## src/sv/imt_pkg.sv

```systemverilog
`default_nettype none

package imt_pkg;

  localparam logic [7:0] CH_COLON = 8'h3A;
  localparam logic [7:0] CH_SPACE = 8'h20;
  localparam logic [7:0] CH_LF    = 8'h0A;
  localparam logic [7:0] CH_CR    = 8'h0D;

  localparam logic [1:0] EV_CONTENT   = 2'd0;
  localparam logic [1:0] EV_FIELD_END = 2'd1;
  localparam logic [1:0] EV_MSG_END   = 2'd2;

  localparam logic [1:0] FK_PREFIX   = 2'd0;
  localparam logic [1:0] FK_CMD      = 2'd1;
  localparam logic [1:0] FK_MIDDLE   = 2'd2;
  localparam logic [1:0] FK_TRAILING = 2'd3;

  // Most results one line-final byte can cause.
  localparam int unsigned MaxRes = 5;
  localparam int unsigned ResW   = $clog2(MaxRes + 1);

  typedef enum logic [2:0] {
    PH_LINE_START,
    PH_PREFIX,
    PH_CMD_START,
    PH_CMD,
    PH_PARAM_START,
    PH_MIDDLE,
    PH_TRAILING
  } phase_t;

  typedef struct packed {
    logic [1:0] ev_kind;
    logic [1:0] fld;
    logic [7:0] idx;
    logic [7:0] data;
  } event_t;

  typedef struct packed {
    phase_t     phase;
    logic [7:0] param_count;
  } parse_st_t;

  typedef struct packed {
    parse_st_t st;
    logic      emit;
    event_t    ev;
  } step_t;

  localparam parse_st_t ST_RESET = '{phase: PH_LINE_START, param_count: 8'd0};

  function automatic event_t mk_ev(logic [1:0] kind, logic [1:0] fld, logic [7:0] idx,
                                   logic [7:0] data);
    event_t e;
    e.ev_kind = kind;
    e.fld     = fld;
    e.idx     = idx;
    e.data    = data;
    return e;
  endfunction

  // One byte through the tokenizer: next state and at most one event.
  function automatic step_t take_byte(parse_st_t st, logic [7:0] b);
    step_t      r;
    logic [7:0] inc;
    r.st   = st;
    r.emit = 1'b0;
    r.ev   = '0;
    inc    = (st.param_count == 8'hFF) ? st.param_count : st.param_count + 8'd1;
    unique case (st.phase)
      PH_PREFIX: begin
        r.emit = 1'b1;
        if (b == CH_SPACE) begin
          r.ev       = mk_ev(EV_FIELD_END, FK_PREFIX, 8'd0, 8'd0);
          r.st.phase = PH_CMD_START;
        end else begin
          r.ev = mk_ev(EV_CONTENT, FK_PREFIX, 8'd0, b);
        end
      end
      PH_CMD_START, PH_CMD: begin
        r.emit = 1'b1;
        if (b == CH_SPACE) begin
          r.ev       = mk_ev(EV_FIELD_END, FK_CMD, 8'd0, 8'd0);
          r.st.phase = PH_PARAM_START;
        end else begin
          r.ev       = mk_ev(EV_CONTENT, FK_CMD, 8'd0, b);
          r.st.phase = PH_CMD;
        end
      end
      PH_PARAM_START: begin
        if (b == CH_COLON) begin
          r.st.phase = PH_TRAILING;
        end else if (b == CH_SPACE) begin
          r.emit           = 1'b1;
          r.ev             = mk_ev(EV_FIELD_END, FK_MIDDLE, st.param_count, 8'd0);
          r.st.param_count = inc;
        end else begin
          r.emit     = 1'b1;
          r.ev       = mk_ev(EV_CONTENT, FK_MIDDLE, st.param_count, b);
          r.st.phase = PH_MIDDLE;
        end
      end
      PH_MIDDLE: begin
        r.emit = 1'b1;
        if (b == CH_SPACE) begin
          r.ev             = mk_ev(EV_FIELD_END, FK_MIDDLE, st.param_count, 8'd0);
          r.st.param_count = inc;
          r.st.phase       = PH_PARAM_START;
        end else begin
          r.ev = mk_ev(EV_CONTENT, FK_MIDDLE, st.param_count, b);
        end
      end
      PH_TRAILING: begin
        r.emit = 1'b1;
        r.ev   = mk_ev(EV_CONTENT, FK_TRAILING, st.param_count, b);
      end
      default: begin
        // Line start, and any unused code treated the same way.
        if (b == CH_COLON) begin
          r.st.phase = PH_PREFIX;
        end else if (b == CH_SPACE) begin
          r.emit     = 1'b1;
          r.ev       = mk_ev(EV_FIELD_END, FK_CMD, 8'd0, 8'd0);
          r.st.phase = PH_PARAM_START;
        end else begin
          r.emit     = 1'b1;
          r.ev       = mk_ev(EV_CONTENT, FK_CMD, 8'd0, b);
          r.st.phase = PH_CMD;
        end
      end
    endcase
    return r;
  endfunction

endpackage

`default_nettype wire

```

## src/sv/imt_expand.sv

```systemverilog
`default_nettype none

module imt_expand import imt_pkg::*; (
  input  wire parse_st_t        st,
  input  wire logic [7:0]       held0,
  input  wire logic [7:0]       held1,
  input  wire logic [1:0]       held_count,
  input  wire logic [7:0]       in_byte,
  input  wire logic             end_of_line,
  output parse_st_t             st_next,
  output event_t                res [MaxRes],
  output logic [ResW-1:0]       n_res
);

  logic [7:0] line [3];
  logic [1:0] nl;
  parse_st_t  s;
  step_t      stp;
  event_t     slot [MaxRes];
  logic       slot_v [MaxRes];
  logic [ResW-1:0] k;

  always_comb begin
    line[0] = held0;
    line[1] = held1;
    line[2] = in_byte;
    nl      = 2'd0;
    s       = st;
    stp     = '0;
    for (int i = 0; i < MaxRes; i++) begin
      slot[i]   = '0;
      slot_v[i] = 1'b0;
      res[i]    = '0;
    end

    if (!end_of_line) begin
      // Only a full delay line releases a byte to the tokenizer.
      if (held_count == 2'd2) begin
        stp       = take_byte(st, held0);
        s         = stp.st;
        slot[0]   = stp.ev;
        slot_v[0] = stp.emit;
      end
      st_next = s;
    end else begin
      unique case (held_count)
        2'd0: begin
          line[0] = in_byte;
          nl      = 2'd1;
        end
        2'd1: begin
          line[1] = in_byte;
          nl      = 2'd2;
        end
        default: nl = 2'd3;
      endcase
      if (line[nl - 2'd1] == CH_LF) nl = nl - 2'd1;
      if (nl != 2'd0 && line[nl - 2'd1] == CH_CR) nl = nl - 2'd1;

      for (int i = 0; i < 3; i++) begin
        if (2'(i) < nl) begin
          stp       = take_byte(s, line[i]);
          s         = stp.st;
          slot[i]   = stp.ev;
          slot_v[i] = stp.emit;
        end
      end

      slot_v[3] = 1'b1;
      unique case (s.phase)
        PH_PREFIX:   slot[3] = mk_ev(EV_FIELD_END, FK_PREFIX, 8'd0, 8'd0);
        PH_CMD:      slot[3] = mk_ev(EV_FIELD_END, FK_CMD, 8'd0, 8'd0);
        PH_MIDDLE:   slot[3] = mk_ev(EV_FIELD_END, FK_MIDDLE, s.param_count, 8'd0);
        PH_TRAILING: slot[3] = mk_ev(EV_FIELD_END, FK_TRAILING, s.param_count, 8'd0);
        default:     slot_v[3] = 1'b0;
      endcase
      slot[4]   = mk_ev(EV_MSG_END, FK_PREFIX, 8'd0, 8'd0);
      slot_v[4] = 1'b1;
      st_next   = ST_RESET;
    end

    // Pack the events that were really produced, in order.
    k = '0;
    for (int i = 0; i < MaxRes; i++) begin
      if (slot_v[i]) begin
        res[k[2:0]] = slot[i];
        k           = k + ResW'(1);
      end
    end
    n_res = k;
  end

endmodule

`default_nettype wire

```

## src/sv/irc_message_tokenizer.sv

```systemverilog
// Channel  | Handshake          | Payload
// ---------+--------------------+-------------------------------------------------
// input    | in_valid, in_ready | in_byte[7:0], end_of_line
// output   | out_valid,out_ready| event_kind[1:0], field_kind[1:0], param_index[7:0],
//          |                    | out_byte[7:0], last_of_run
//
// One byte is taken per cycle into an input register while in_ready is high; its
// results are then loaded into a five-entry result buffer once it is free and leave
// one per cycle while out_ready is high. A byte in the middle of a line yields at
// most one result, so the rate is one byte per cycle while the output is ready; the
// final byte of a line can cause five results, which leave one at a time and stall
// the input until the last of them leaves. A result passes through the input
// register and then the result buffer before it is presented.
// Reset (rst, synchronous) empties both registers and returns the tokenizer to line
// start. A stalled output holds the buffer, and the input register then fills and stalls.
`default_nettype none

module irc_message_tokenizer import imt_pkg::*; (
  input  wire logic       clk,
  input  wire logic       rst,
  input  wire logic       in_valid,
  output logic            in_ready,
  input  wire logic [7:0] in_byte,
  input  wire logic       end_of_line,
  output logic            out_valid,
  input  wire logic       out_ready,
  output logic [1:0]      event_kind,
  output logic [1:0]      field_kind,
  output logic [7:0]      param_index,
  output logic [7:0]      out_byte,
  output logic            last_of_run
);

  logic            ir_valid;
  logic [7:0]      ir_byte;
  logic            ir_eol;
  parse_st_t       st;
  parse_st_t       st_next;
  logic [7:0]      held0;
  logic [7:0]      held1;
  logic [1:0]      held_count;
  event_t          res_q [MaxRes];
  event_t          res_next [MaxRes];
  logic [ResW-1:0] n_res;
  logic [ResW-1:0] cnt;
  logic [ResW-1:0] ptr;
  logic            buf_free;
  logic            load;
  event_t          cur;

  imt_expand u_expand (
    .st          (st),
    .held0       (held0),
    .held1       (held1),
    .held_count  (held_count),
    .in_byte     (ir_byte),
    .end_of_line (ir_eol),
    .st_next     (st_next),
    .res         (res_next),
    .n_res       (n_res)
  );

  assign out_valid = (ptr != cnt);
  assign buf_free  = (ptr == cnt) || ((ptr + ResW'(1) == cnt) && out_ready);
  assign load      = ir_valid && buf_free;
  assign in_ready  = !ir_valid || buf_free;

  assign cur         = res_q[ptr];
  assign event_kind  = cur.ev_kind;
  assign field_kind  = cur.fld;
  assign param_index = cur.idx;
  assign out_byte    = cur.data;
  assign last_of_run = (ptr + ResW'(1) == cnt);

  always_ff @(posedge clk) begin
    if (rst) begin
      ir_valid   <= 1'b0;
      st         <= ST_RESET;
      held_count <= 2'd0;
      cnt        <= '0;
      ptr        <= '0;
    end else begin
      if (in_valid && in_ready) begin
        ir_valid <= 1'b1;
      end else if (load) begin
        ir_valid <= 1'b0;
      end
      if (load) begin
        st  <= st_next;
        cnt <= n_res;
        ptr <= '0;
        if (ir_eol) begin
          held_count <= 2'd0;
        end else if (held_count != 2'd2) begin
          held_count <= held_count + 2'd1;
        end
      end else if (out_valid && out_ready) begin
        ptr <= ptr + ResW'(1);
      end
    end
  end

  always_ff @(posedge clk) begin
    if (in_valid && in_ready) begin
      ir_byte <= in_byte;
      ir_eol  <= end_of_line;
    end
    if (load) begin
      res_q <= res_next;
      if (!ir_eol) begin
        if (held_count == 2'd2) begin
          held0 <= held1;
          held1 <= ir_byte;
        end else if (held_count == 2'd0) begin
          held0 <= ir_byte;
        end else begin
          held1 <= ir_byte;
        end
      end
    end
  end

  a_cnt_range: assert property (@(posedge clk) disable iff (rst)
    cnt <= ResW'(MaxRes) && ptr <= cnt)
    else $error("result buffer count or pointer out of range");

  a_held_range: assert property (@(posedge clk) disable iff (rst)
    held_count != 2'd3)
    else $error("delay line count out of range");

  a_msg_last: assert property (@(posedge clk) disable iff (rst)
    out_valid && event_kind == EV_MSG_END |-> last_of_run)
    else $error("message end is not the last result of its transaction");

  a_mid_line_one: assert property (@(posedge clk) disable iff (rst)
    load && !ir_eol |=> cnt <= ResW'(1))
    else $error("a byte inside the line produced more than one result");

  a_line_reset: assert property (@(posedge clk) disable iff (rst)
    load && ir_eol |=> held_count == 2'd0 && st.phase == PH_LINE_START)
    else $error("tokenizer did not return to line start after a line");

endmodule

`default_nettype wire

```

## config.mk

```make
export PLATFORM = sky130hd
export DESIGN_NAME = irc_message_tokenizer
export DESIGN_NICKNAME = d
export VERILOG_FILES = /design/src/sv/imt_pkg.sv /design/src/sv/imt_expand.sv /design/src/sv/irc_message_tokenizer.sv
export SDC_FILE = /design/constraint.sdc
export NUM_CORES = 1
export LEC_CHECK = 0
export BUFFER_PORTS_ARGS = -buffer_cell sky130_fd_sc_hd__buf_2
export CAP_MARGIN = 20
export CORE_MARGIN = 10
export CORE_UTILIZATION = 60
export CTS_BUF_LIST = sky130_fd_sc_hd__clkbuf_4 sky130_fd_sc_hd__clkbuf_8
export DETAILED_ROUTE_END_ITERATION = 12
export GPL_TIMING_DRIVEN = 0
export PLACE_DENSITY = 0.82
export SYNTH_ARGS = -nofsm -noshare
export SYNTH_HDL_FRONTEND = slang
export SYNTH_SLANG_ARGS = --single-unit
```

## constraint.sdc

```tcl
create_clock -name clk -period 8.2 [get_ports clk]
set_input_delay 0.41 -clock clk [delete_from_list [all_inputs] [get_ports clk]]
set_output_delay 0.41 -clock clk [all_outputs]
set_load 0.05 [all_outputs]
```

# ---- After elaboration in Yosys (flattened, before gate mapping)
# Cells that the tools add are included.
# W data, S select, Z words.
dict set report classes {
  magnitude_cmp 14
  add_sub_neg 11
  n_reduce_logical 28
  eq_ne 48
  bitwise 8
  mux 141
}
# op count
set op_table {}
lappend op_table {{$pmux W21 S5} 4}
lappend op_table {{$bwmux W100} 4}
lappend op_table {{$mux W100} 4}
lappend op_table {{$mux W19} 20}
lappend op_table {{$demux W20 S3} 4}
lappend op_table {{$mux W20} 12}
lappend op_table {{$mux W8} 18}
lappend op_table {{$mux W11} 12}
lappend op_table {{$mux W29} 4}
lappend op_table {{$mux W21} 4}
lappend op_table {{$mux W80} 1}
lappend op_table {{$pmux W19 S4} 1}
lappend op_table {{$mux W3} 24}
lappend op_table {{$eq A8 B6 Y1 const B} 8}
lappend op_table {{$pmux W8 S2} 4}
lappend op_table {{$bmux W20 S3} 1}
lappend op_table {{$pmux W3 S5} 4}
lappend op_table {{$eq A3 B3 Y1 const B} 11}
lappend op_table {{$bmux W8 S2} 2}
lappend op_table {{$add A8 B1 Y8 const B} 3}
lappend op_table {{$eq A8 B8 Y1 const B} 3}
lappend op_table {{$eq A3 B2 Y1 const B} 7}
lappend op_table {{$ge A4 B4 Y1 const B} 5}
lappend op_table {{$eq A8 B4 Y1 const B} 2}
lappend op_table {{36 further kinds} 88}
dict set report totals {
  register_bits 145
  output_inout_bits 23
  inputBits 13
}

# ---- Logic depth before layout (Yosys ltp)
# Gate-level depths: netlist (run 1).
dict set report depth {
  word_depth 53
  mapped_depth 34
  depth_no_buf 32
}

# ---- Hierarchy
# Synthesis (run 1) repeated with hierarchy kept, for this count alone.
dict set report unflattened {
  hier_cells 1192
  hier_area_um2 10785.3
}
# mod n_inst cells_per_inst area_each_um2 seq_area_each_um2
set modules_own_cells {}
lappend modules_own_cells {irc_message_tokenizer 1 333 5584.1 4154.0}
lappend modules_own_cells {imt_expand 1 859 5201.2 0.0}

# ---- Worst setup path after synthesis (run 1)
# No wires, ideal clock.
dict set report synth_timing {
  kind {reg2reg}
  start {reg held_count[0]}
  end {reg res_q[34] (netlist bit) (data pin)}
  arrival_time_ns 6.485
  period_less_slack_ns 6.740
  setup_slack_ns 1.460
  required_time_ns 7.945
  path_stages_with_launch 28
  n_path_buf 3
  path_cell_list {dfxtp_1 -> inv_1 -> ha_1 -> buf_6 -> nor4b_1 -> or2_1 -> and4_4 -> o21ba_2 -> or3_1 -> nand2_1 -> inv_1 -> ha_1 -> nand2b_1 -> or2_0 -> o221a_2 -> a211oi_2 -> buf_2 -> mux2_2 -> a22oi_1 -> nor2_1 -> o21a_1 -> fa_1 -> ha_1 -> inv_1 -> or4_1 -> a21oi_1 -> buf_4 -> nor2_1}
}
# item line_no
set synth_lines {}
lappend synth_lines {{start: declaration} irc_message_tokenizer.sv:41} ;# logic [1:0] held_count;
lappend synth_lines {{start signal: assignment} irc_message_tokenizer.sv:95} ;# held_count <= held_count + 2'd1;
lappend synth_lines {{end signal: assignment} irc_message_tokenizer.sv:109} ;# res_q <= res_next;
lappend synth_lines {{end: declaration} irc_message_tokenizer.sv:42} ;# event_t res_q [MaxRes];

==> results of run 1 <==
-- registers in the layout, indices dropped and copies added (netlist names) --
signal and flops:
ptr 3, ir_eol 1, held1 8, held0 8, cnt 3, held_count 2
ir_byte 8, res_q 92, ir_valid 1, st 11
-- cell families after synthesis --
| family | synth area share, % |
|---|---|
| AO/OA/AOI/OAI | 22.9 |
| buffers and inverters | 4.61 |
| multiplexers | 8.50 |
| AND/OR/NAND/NOR | 21.7 |
| adder cells (fa/ha/maj) | 2.14 |
| flip-flops | 38.0 |
| XOR/XNOR | 2.18 |
-- power by group --
part           switching, mW  total (mW)  leakage (nW)  internal, mW
registers             0.0650        1.08          1.28          1.01
clock network          0.311       0.562         0.191         0.251
logic                   1.30        1.85          2.41         0.557
total                   1.67        3.49          3.88          1.82
-- layout by cell type, fill, tap and decap left out, drive strengths merged, types with 12 or more instances in the layout --
cell type and count:
buf 68, or3 15, nand3 35, nand4 12
a31oi 25, o22ai 23, a22oi 13, nand2 111
and3 12, dfxtp 20, or2 13, o211ai 12
a21oi 86, nor2 138, and2 12, inv 35
clkbuf 62, mux2i 47, mux2 19, nor2b 16
nor3 40, a211oi 30, edfxtp 117, o21ai 51
xnor2 16, ha 16
-- synth_stat cells (all sizes together), types with 13 or more instances --
library cell | count | share of area, %
inv | 27 | 0.98
nand3 | 35 | 1.8
nor3 | 40 | 2.0
o21ai | 51 | 2.5
a211oi | 30 | 2.4
nand2 | 111 | 4.1
edfxtp | 117 | 34
dfxtp | 20 | 3.9
xnor2 | 16 | 1.5
ha | 16 | 1.9
nor2b | 16 | 0.97
a31oi | 25 | 1.5
buf | 32 | 1.9
a21oi | 86 | 4.2
or3 | 15 | 0.96
o22ai | 23 | 1.5
clkbuf | 46 | 1.7
mux2 | 19 | 2.1
mux2i | 47 | 4.6
a22oi | 13 | 0.95
or2 | 13 | 0.79
nor2 | 138 | 5.1
-- per-layer routing --
layer  GRT usage, %  vias to the layer above  share of wire [%]
li1               -                     4447                  -
met1           36.8                     4474                 42
met2           39.4                      550                 45
met3           4.62                       70                 10
met4           9.58                        0                2.7
met5              0                        -                  0
-- layout make-up --
cell class	instances	area [um^2]	area share, %
inverter	28	110	0.982
tap	220	275	2.45
multi-input combinational	898	5980	53.3
buffer	77	367	3.27
timing repair buffer	36	183	1.63
sequential	137	3910	34.9
clock inverter	15	155	1.38
clock buffer	17	234	2.09
-- metrics by stage --
step                instance area (um^2)  util [%]  power (mW)  setup slack, ns
floorplan                          10300         -        2.45             1.46
global placement                   10800      64.4        2.86            0.467
detailed placement                 10800      64.5        2.89            0.389
CTS                                11200      66.8        3.45            0.332
global route                       11200      67.2        3.68          -0.0558
finish                             11200      67.2        3.49            0.382
-- worst max-delay path by stage --
stage                       start        end  slack (ns)  depth (start not counted)
CTS                 held_count[1]  res_q[33]        0.33                         27
global route        held_count[1]  res_q[37]       -0.06                         29
global placement    held_count[1]  res_q[29]        0.47                         27
finish              held_count[1]  res_q[37]        0.38                         29
detailed placement  held_count[1]  res_q[33]        0.39                         27
floorplan           held_count[0]  res_q[34]        1.46                         27
==> flow_summary.json, run 1 <==
{
  "max-slew-margin-rel_pct": 27.4,
  "cts_num_sinks": 137,
  "synth.cell_area_um2": 10300,
  "family_with_the_most_delay_on_the_worst_path": "simple AND/OR/NAND/NOR gates",
  "power.ir.vdd_worst_mv": 0.315,
  "timing.setup.critical_path_class": "flip-flop to flip-flop",
  "wl_per_cell_um": 20.8,
  "cts_post_setup_buffers_inserted": 0,
  "mappedNetlistNets": 1171,
  "fin_hold_ws_ns": 0.102,
  "run_status": "finished clean",
  "worstSetupStartpointType": "flip-flop",
  "diodes": 0,
  "static-leakage-power_nw": 3.88,
  "postRouteAntennaNets": 0,
  "fillers": 1393,
  "global_route_total_overflow": 0,
  "yosysWarnings": 0,
  "finalSetupViolations": 0,
  "rows": 47,
  "cts_tree": "done",
  "die-area_um2": 22800,
  "layoutNonFillerInstCount": 1428,
  "floorplan.die.width_um": 151,
  "number_of_gates_given_a_new_drive_strength_after_cts": 0,
  "number_of_synthesized_flops_with_an_enable_pin": 117,
  "clk_pin_slew_ns": 0.09,
  "critical_path_required_ns": 8.42,
  "cts-buffers-inserted": 17,
  "critical-path-max-stage-delay_ns": 0.63,
  "clk_root_buffer_cell": "sky130_fd_sc_hd__clkbuf_8",
  "syn_avg_cell_area_um2": 9.04,
  "drt_iter0_markers": 1352,
  "grt_start_max_net_pins": 101,
  "core_region_area_um2": 16700,
  "drt-pass1-iter-count": 6,
  "gr-usage-all-layers_pct": 26.1,
  "floorplan.initialDensity_pct": 61.7,
  "synth_cell_types": 103,
  "fmax_ghz": 0.128,
  "antenna_violations_before_repair": 0,
  "via_count": 9541,
  "max_slew_violation_total_from_the_final_report": 0,
  "fp.dieH_um": 151,
  "synth.ff_latch_count": 137,
  "synth-seq-area-share_pct": 38.0,
  "power-per-cell-area_nw_per_um2": 311,
  "port_buffers": 34,
  "clock_latency_ns": 0.48,
  "tightest_slew_ns": 1.08,
  "layout.nets": 1225,
  "post-dp-hpwl_um": 22100,
  "r2r-start": "held_count[1]",
  "grt_first_pass_wirelength_um": 47300,
  "timing.final.hold_violations": 0,
  "critical_path_peak_fanout": 10,
  "grt_pass1_vias": 8779,
  "drt-total-wl_um": 29700,
  "commonest_register_cell_after_synthesis": "sky130_fd_sc_hd__edfxtp_1",
  "cp.arrival_ns": 8.03,
  "drt_drc_violations_left": 0,
  "final.min_clock_period_ns": 7.82,
  "top_level_i_o_count": 36,
  "hold_buffers": 0,
  "clk_path_buf_depth": 2,
  "synth-async-reset-ratio_pct": 0,
  "final_layout_size_suffix_gt1_share_pct": 15.4,
  "min-delay-start": "in_byte[4]",
  "clock_tree.htree_level_count": 4,
  "whs_endpoint": "ir_byte[4]",
  "worst_reg2reg_path_length_in_cells": 29,
  "path_buf_inv": 6,
  "syn2layout_area_growth_pct": 8.80,
  "timing.hold.worst_path_depth": 1,
  "fin_worst_skew_ns": 0.0116,
  "critical_path.endpoint_type": "flip-flop",
  "crit_slowest_cell": "sky130_fd_sc_hd__fa_1",
  "cap_viol_max_count": 0,
  "r2r_end": "res_q[37]",
  "min_path_type": "primary input to flip-flop",
  "vias_per_cell": 6.68,
  "netlist_instances": 1141,
  "r2r_setup_slack_ns": 0.38,
  "accumulated_negative_setup_slack_ns": 0,
  "finalWeightedCongestion": 0.982,
  "finalCritPeriodShare_pct": 95.3,
  "dp_cells": 1397
}
Note: power is estimated with default switching activity, not from simulation.
==> run 2, diff against run 1 <==
--- a/config.mk
+++ b/config.mk
@@ -8,11 +8,11 @@
 export BUFFER_PORTS_ARGS = -buffer_cell sky130_fd_sc_hd__buf_2
 export CAP_MARGIN = 20
 export CORE_MARGIN = 10
-export CORE_UTILIZATION = 60
+export CORE_UTILIZATION = 55
 export CTS_BUF_LIST = sky130_fd_sc_hd__clkbuf_4 sky130_fd_sc_hd__clkbuf_8
 export DETAILED_ROUTE_END_ITERATION = 12
 export GPL_TIMING_DRIVEN = 0
-export PLACE_DENSITY = 0.82
+export PLACE_DENSITY = 0.77
 export SYNTH_ARGS = -nofsm -noshare
 export SYNTH_HDL_FRONTEND = slang
 export SYNTH_SLANG_ARGS = --single-unit
==> constraint.sdc (replaced) <==
create_clock -name clk -period 10.05 [get_ports clk]
set_input_delay 0.5025 -clock clk [delete_from_list [all_inputs] [get_ports clk]]
set_output_delay 0.5025 -clock clk [all_outputs]
set_load 0.05 [all_outputs]
==> run 2 against run 1 <==
Against the previous run:
- global-route usage shrank 1.8 points
- non-clock buffer count up 2
- sequential power down 19%
- final cell count rose by 1.1%
- fmax decreased by 5.1%
- power is 18% lower
- critical endpoint is now res_q[36]
- largest power group unchanged
- setup slack gained 1.4 ns
- clock-buffer cell count did not move
==> flow_summary.json, run 2 (same netlist as run 1, synthesis figures left out) <==
{
  "finalWeightedCongestion": 0.980,
  "global_route_total_overflow": 0,
  "dpl_worst_slack_ns": 2.11,
  "cap_viol_max_count": 0,
  "top_level_i_o_count": 36,
  "timing.final.ws_setup_ns": 1.82,
  "layout.cells.most_common": "sky130_fd_sc_hd__nor2_1",
  "grt_busiest_layer": "met2",
  "postRouteAntennaNets": 0,
  "diodes": 0,
  "final_util_pct": 60.3,
  "cts-buffers-inserted": 17,
  "static-leakage-power_nw": 3.89,
  "floorplan.die.width_um": 157,
  "use_met1_pct": 34.5,
  "power.ir.vdd_worst_mv": 0.130,
  "core_region_area_um2": 18600,
  "grt_pass1_vias": 8762,
  "final.min_clock_period_ns": 8.23,
  "drt-pass1-iter-count": 6,
  "number_of_gates_given_a_new_drive_strength_after_cts": 0,
  "global_route.usage.met2_pct": 37.7,
  "cp.arrival_ns": 8.53,
  "tightest_slew_ns": 0.880,
  "dp_cells": 1411,
  "accumulated_negative_setup_slack_ns": 0,
  "layoutNonFillerInstCount": 1444,
  "finalCritPeriodShare_pct": 81.9,
  "critical_path_peak_fanout": 10,
  "drt-total-wl_um": 30200,
  "cts_num_sinks": 137,
  "critical_path_required_ns": 10.35,
  "worst_reg2reg_path_length_in_cells": 27,
  "post-dp-hpwl_um": 22700,
  "regMostFlops": "res_q",
  "fmax_ghz": 0.121,
  "min_path_type": "primary input to flip-flop",
  "max-slew-margin-rel_pct": 40.5,
  "hold_buffers": 0,
  "fin_hold_ws_ns": 0.200,
  "layout_common_cells": "sky130_fd_sc_hd__nor2_1 (136), sky130_fd_sc_hd__edfxtp_1 (117), sky130_fd_sc_hd__nand2_1 (109)",
  "clk_root_buffer_cell": "sky130_fd_sc_hd__clkbuf_8",
  "largest_register_ffs": 92,
  "layout.nets": 1227,
  "unrepaired_setup_endpoints_after_global_routing": "no",
  "via_count": 9501,
  "power-per-cell-area_nw_per_um2": 255,
  "grt_start_max_net_pins": 101,
  "clk_pin_slew_ns": 0.09,
  "largest_registers": "res_q (92), st (11)",
  "clock_tree.htree_level_count": 4,
  "clock_latency_ns": 0.47,
  "wl_per_cell_um": 20.9,
  "cts_post_setup_buffers_inserted": 0,
  "timing.setup.critical_path_class": "flip-flop to flip-flop",
  "drt_iter0_markers": 1314,
  "run_status": "finished clean",
  "antenna_violations_before_repair": 1,
  "clk_path_buf_depth": 2,
  "fin_worst_skew_ns": 0.0139,
  "cts_tree": "done",
  "multi_input_comb_area_um2": 5920,
  "globalRouteMet3Util_pct": 3.77,
  "worstSetupStartpointType": "flip-flop",
  "grt_first_pass_wirelength_um": 47800,
  "fp.dieH_um": 157,
  "regArea_um2": 3910,
  "die-area_um2": 24600,
  "floorplan.initialDensity_pct": 55.5,
  "vias_per_cell": 6.58,
  "port_buffers": 34,
  "rows": 50,
  "max_slew_violation_total_from_the_final_report": 0,
  "finalSetupViolations": 0,
  "gr-usage-all-layers_pct": 24.3,
  "timing.final.hold_violations": 0,
  "critical_path.endpoint_type": "flip-flop",
  "drt_drc_violations_left": 0,
  "fillers": 1623,
  "final_layout_size_suffix_gt1_share_pct": 14.8,
  "timing.hold.worst_path_depth": 1,
  "syn2layout_area_growth_pct": 8.69
}
run 2: cell count changes in the layout (fill, tap and decap cells not counted), moves of 2 or more:
cell                         before  now
sky130_fd_sc_hd__clkinvlp_4       3    1
sky130_fd_sc_hd__a21oi_1         82   85
sky130_fd_sc_hd__nor2_1         134  136
sky130_fd_sc_hd__a21oi_2          4    1
sky130_fd_sc_hd__clkinv_8         0    2
sky130_fd_sc_hd__nor2_2           4    2
run 2: worst max-delay path: stages, from the launching register on:
cell and delay (ns):
sky130_fd_sc_hd__dfxtp_1 0.37, sky130_fd_sc_hd__inv_1 0.10, sky130_fd_sc_hd__ha_1 0.19, sky130_fd_sc_hd__buf_2 0.19, sky130_fd_sc_hd__nor4b_2 0.29, sky130_fd_sc_hd__a31oi_1 0.13, sky130_fd_sc_hd__nor4_2 0.51, sky130_fd_sc_hd__o21ba_2 0.28
sky130_fd_sc_hd__o21ai_0 0.12, sky130_fd_sc_hd__nand2_1 0.14, sky130_fd_sc_hd__inv_1 0.05, sky130_fd_sc_hd__ha_1 0.36, sky130_fd_sc_hd__nand2b_1 0.10, sky130_fd_sc_hd__or2_0 0.23, sky130_fd_sc_hd__o221a_2 0.26, sky130_fd_sc_hd__a211oi_2 0.65
sky130_fd_sc_hd__buf_2 0.36, sky130_fd_sc_hd__mux2_2 0.39, sky130_fd_sc_hd__a22oi_1 0.24, sky130_fd_sc_hd__nor2_1 0.20, sky130_fd_sc_hd__o21a_1 0.33, sky130_fd_sc_hd__fa_1 0.74, sky130_fd_sc_hd__clkbuf_1 0.39, sky130_fd_sc_hd__nand2_1 0.21
sky130_fd_sc_hd__nor2_1 0.48, sky130_fd_sc_hd__buf_2 0.36, sky130_fd_sc_hd__nand4_1 0.14, sky130_fd_sc_hd__a21oi_1 0.23
run 2: final cells by class:
class	count	area share, %
flip-flops and latches	137	34.9
clock buffers	17	2.09
inverters	28	0.983
plain buffers	78	3.31
clock inverters	15	1.57
repair buffers	37	1.67
multi-input cells	898	52.8
well taps	234	2.61
run 2: metal layers:
metal,vias up,share of wire (%)
met5,-,0
met4,0,1.8
met3,47,9.2
met2,533,45
met1,4476,44
li1,4445,-
run 2: power breakdown:
group | internal, mW | switching [mW]
Sequential | 0.825 | 0.0534
Clock | 0.210 | 0.265
Combinational | 0.453 | 1.05
run 2: path summary, 6_finish.rpt:
path / start / endpoint / slack, ns
max reg2reg: held_count[1] / res_q[36] / 1.82
min: in_byte[4] / ir_byte[4] / 0.20
max: held_count[1] / res_q[36] / 1.82
min reg2reg: ir_byte[7] / held1[7] / 0.45
run 2: through the flow:
| stage | instance area [um^2] | power, mW |
|---|---|---|
| 3_3_place_gp | 10800 | 2.35 |
| 4_1_cts | 11200 | 2.83 |
| 3_5_place_dp | 10800 | 2.36 |
| 5_1_grt | 11200 | 3.01 |
| 2_1_floorplan | 10300 | 2.00 |
| 6_report | 11200 | 2.85 |
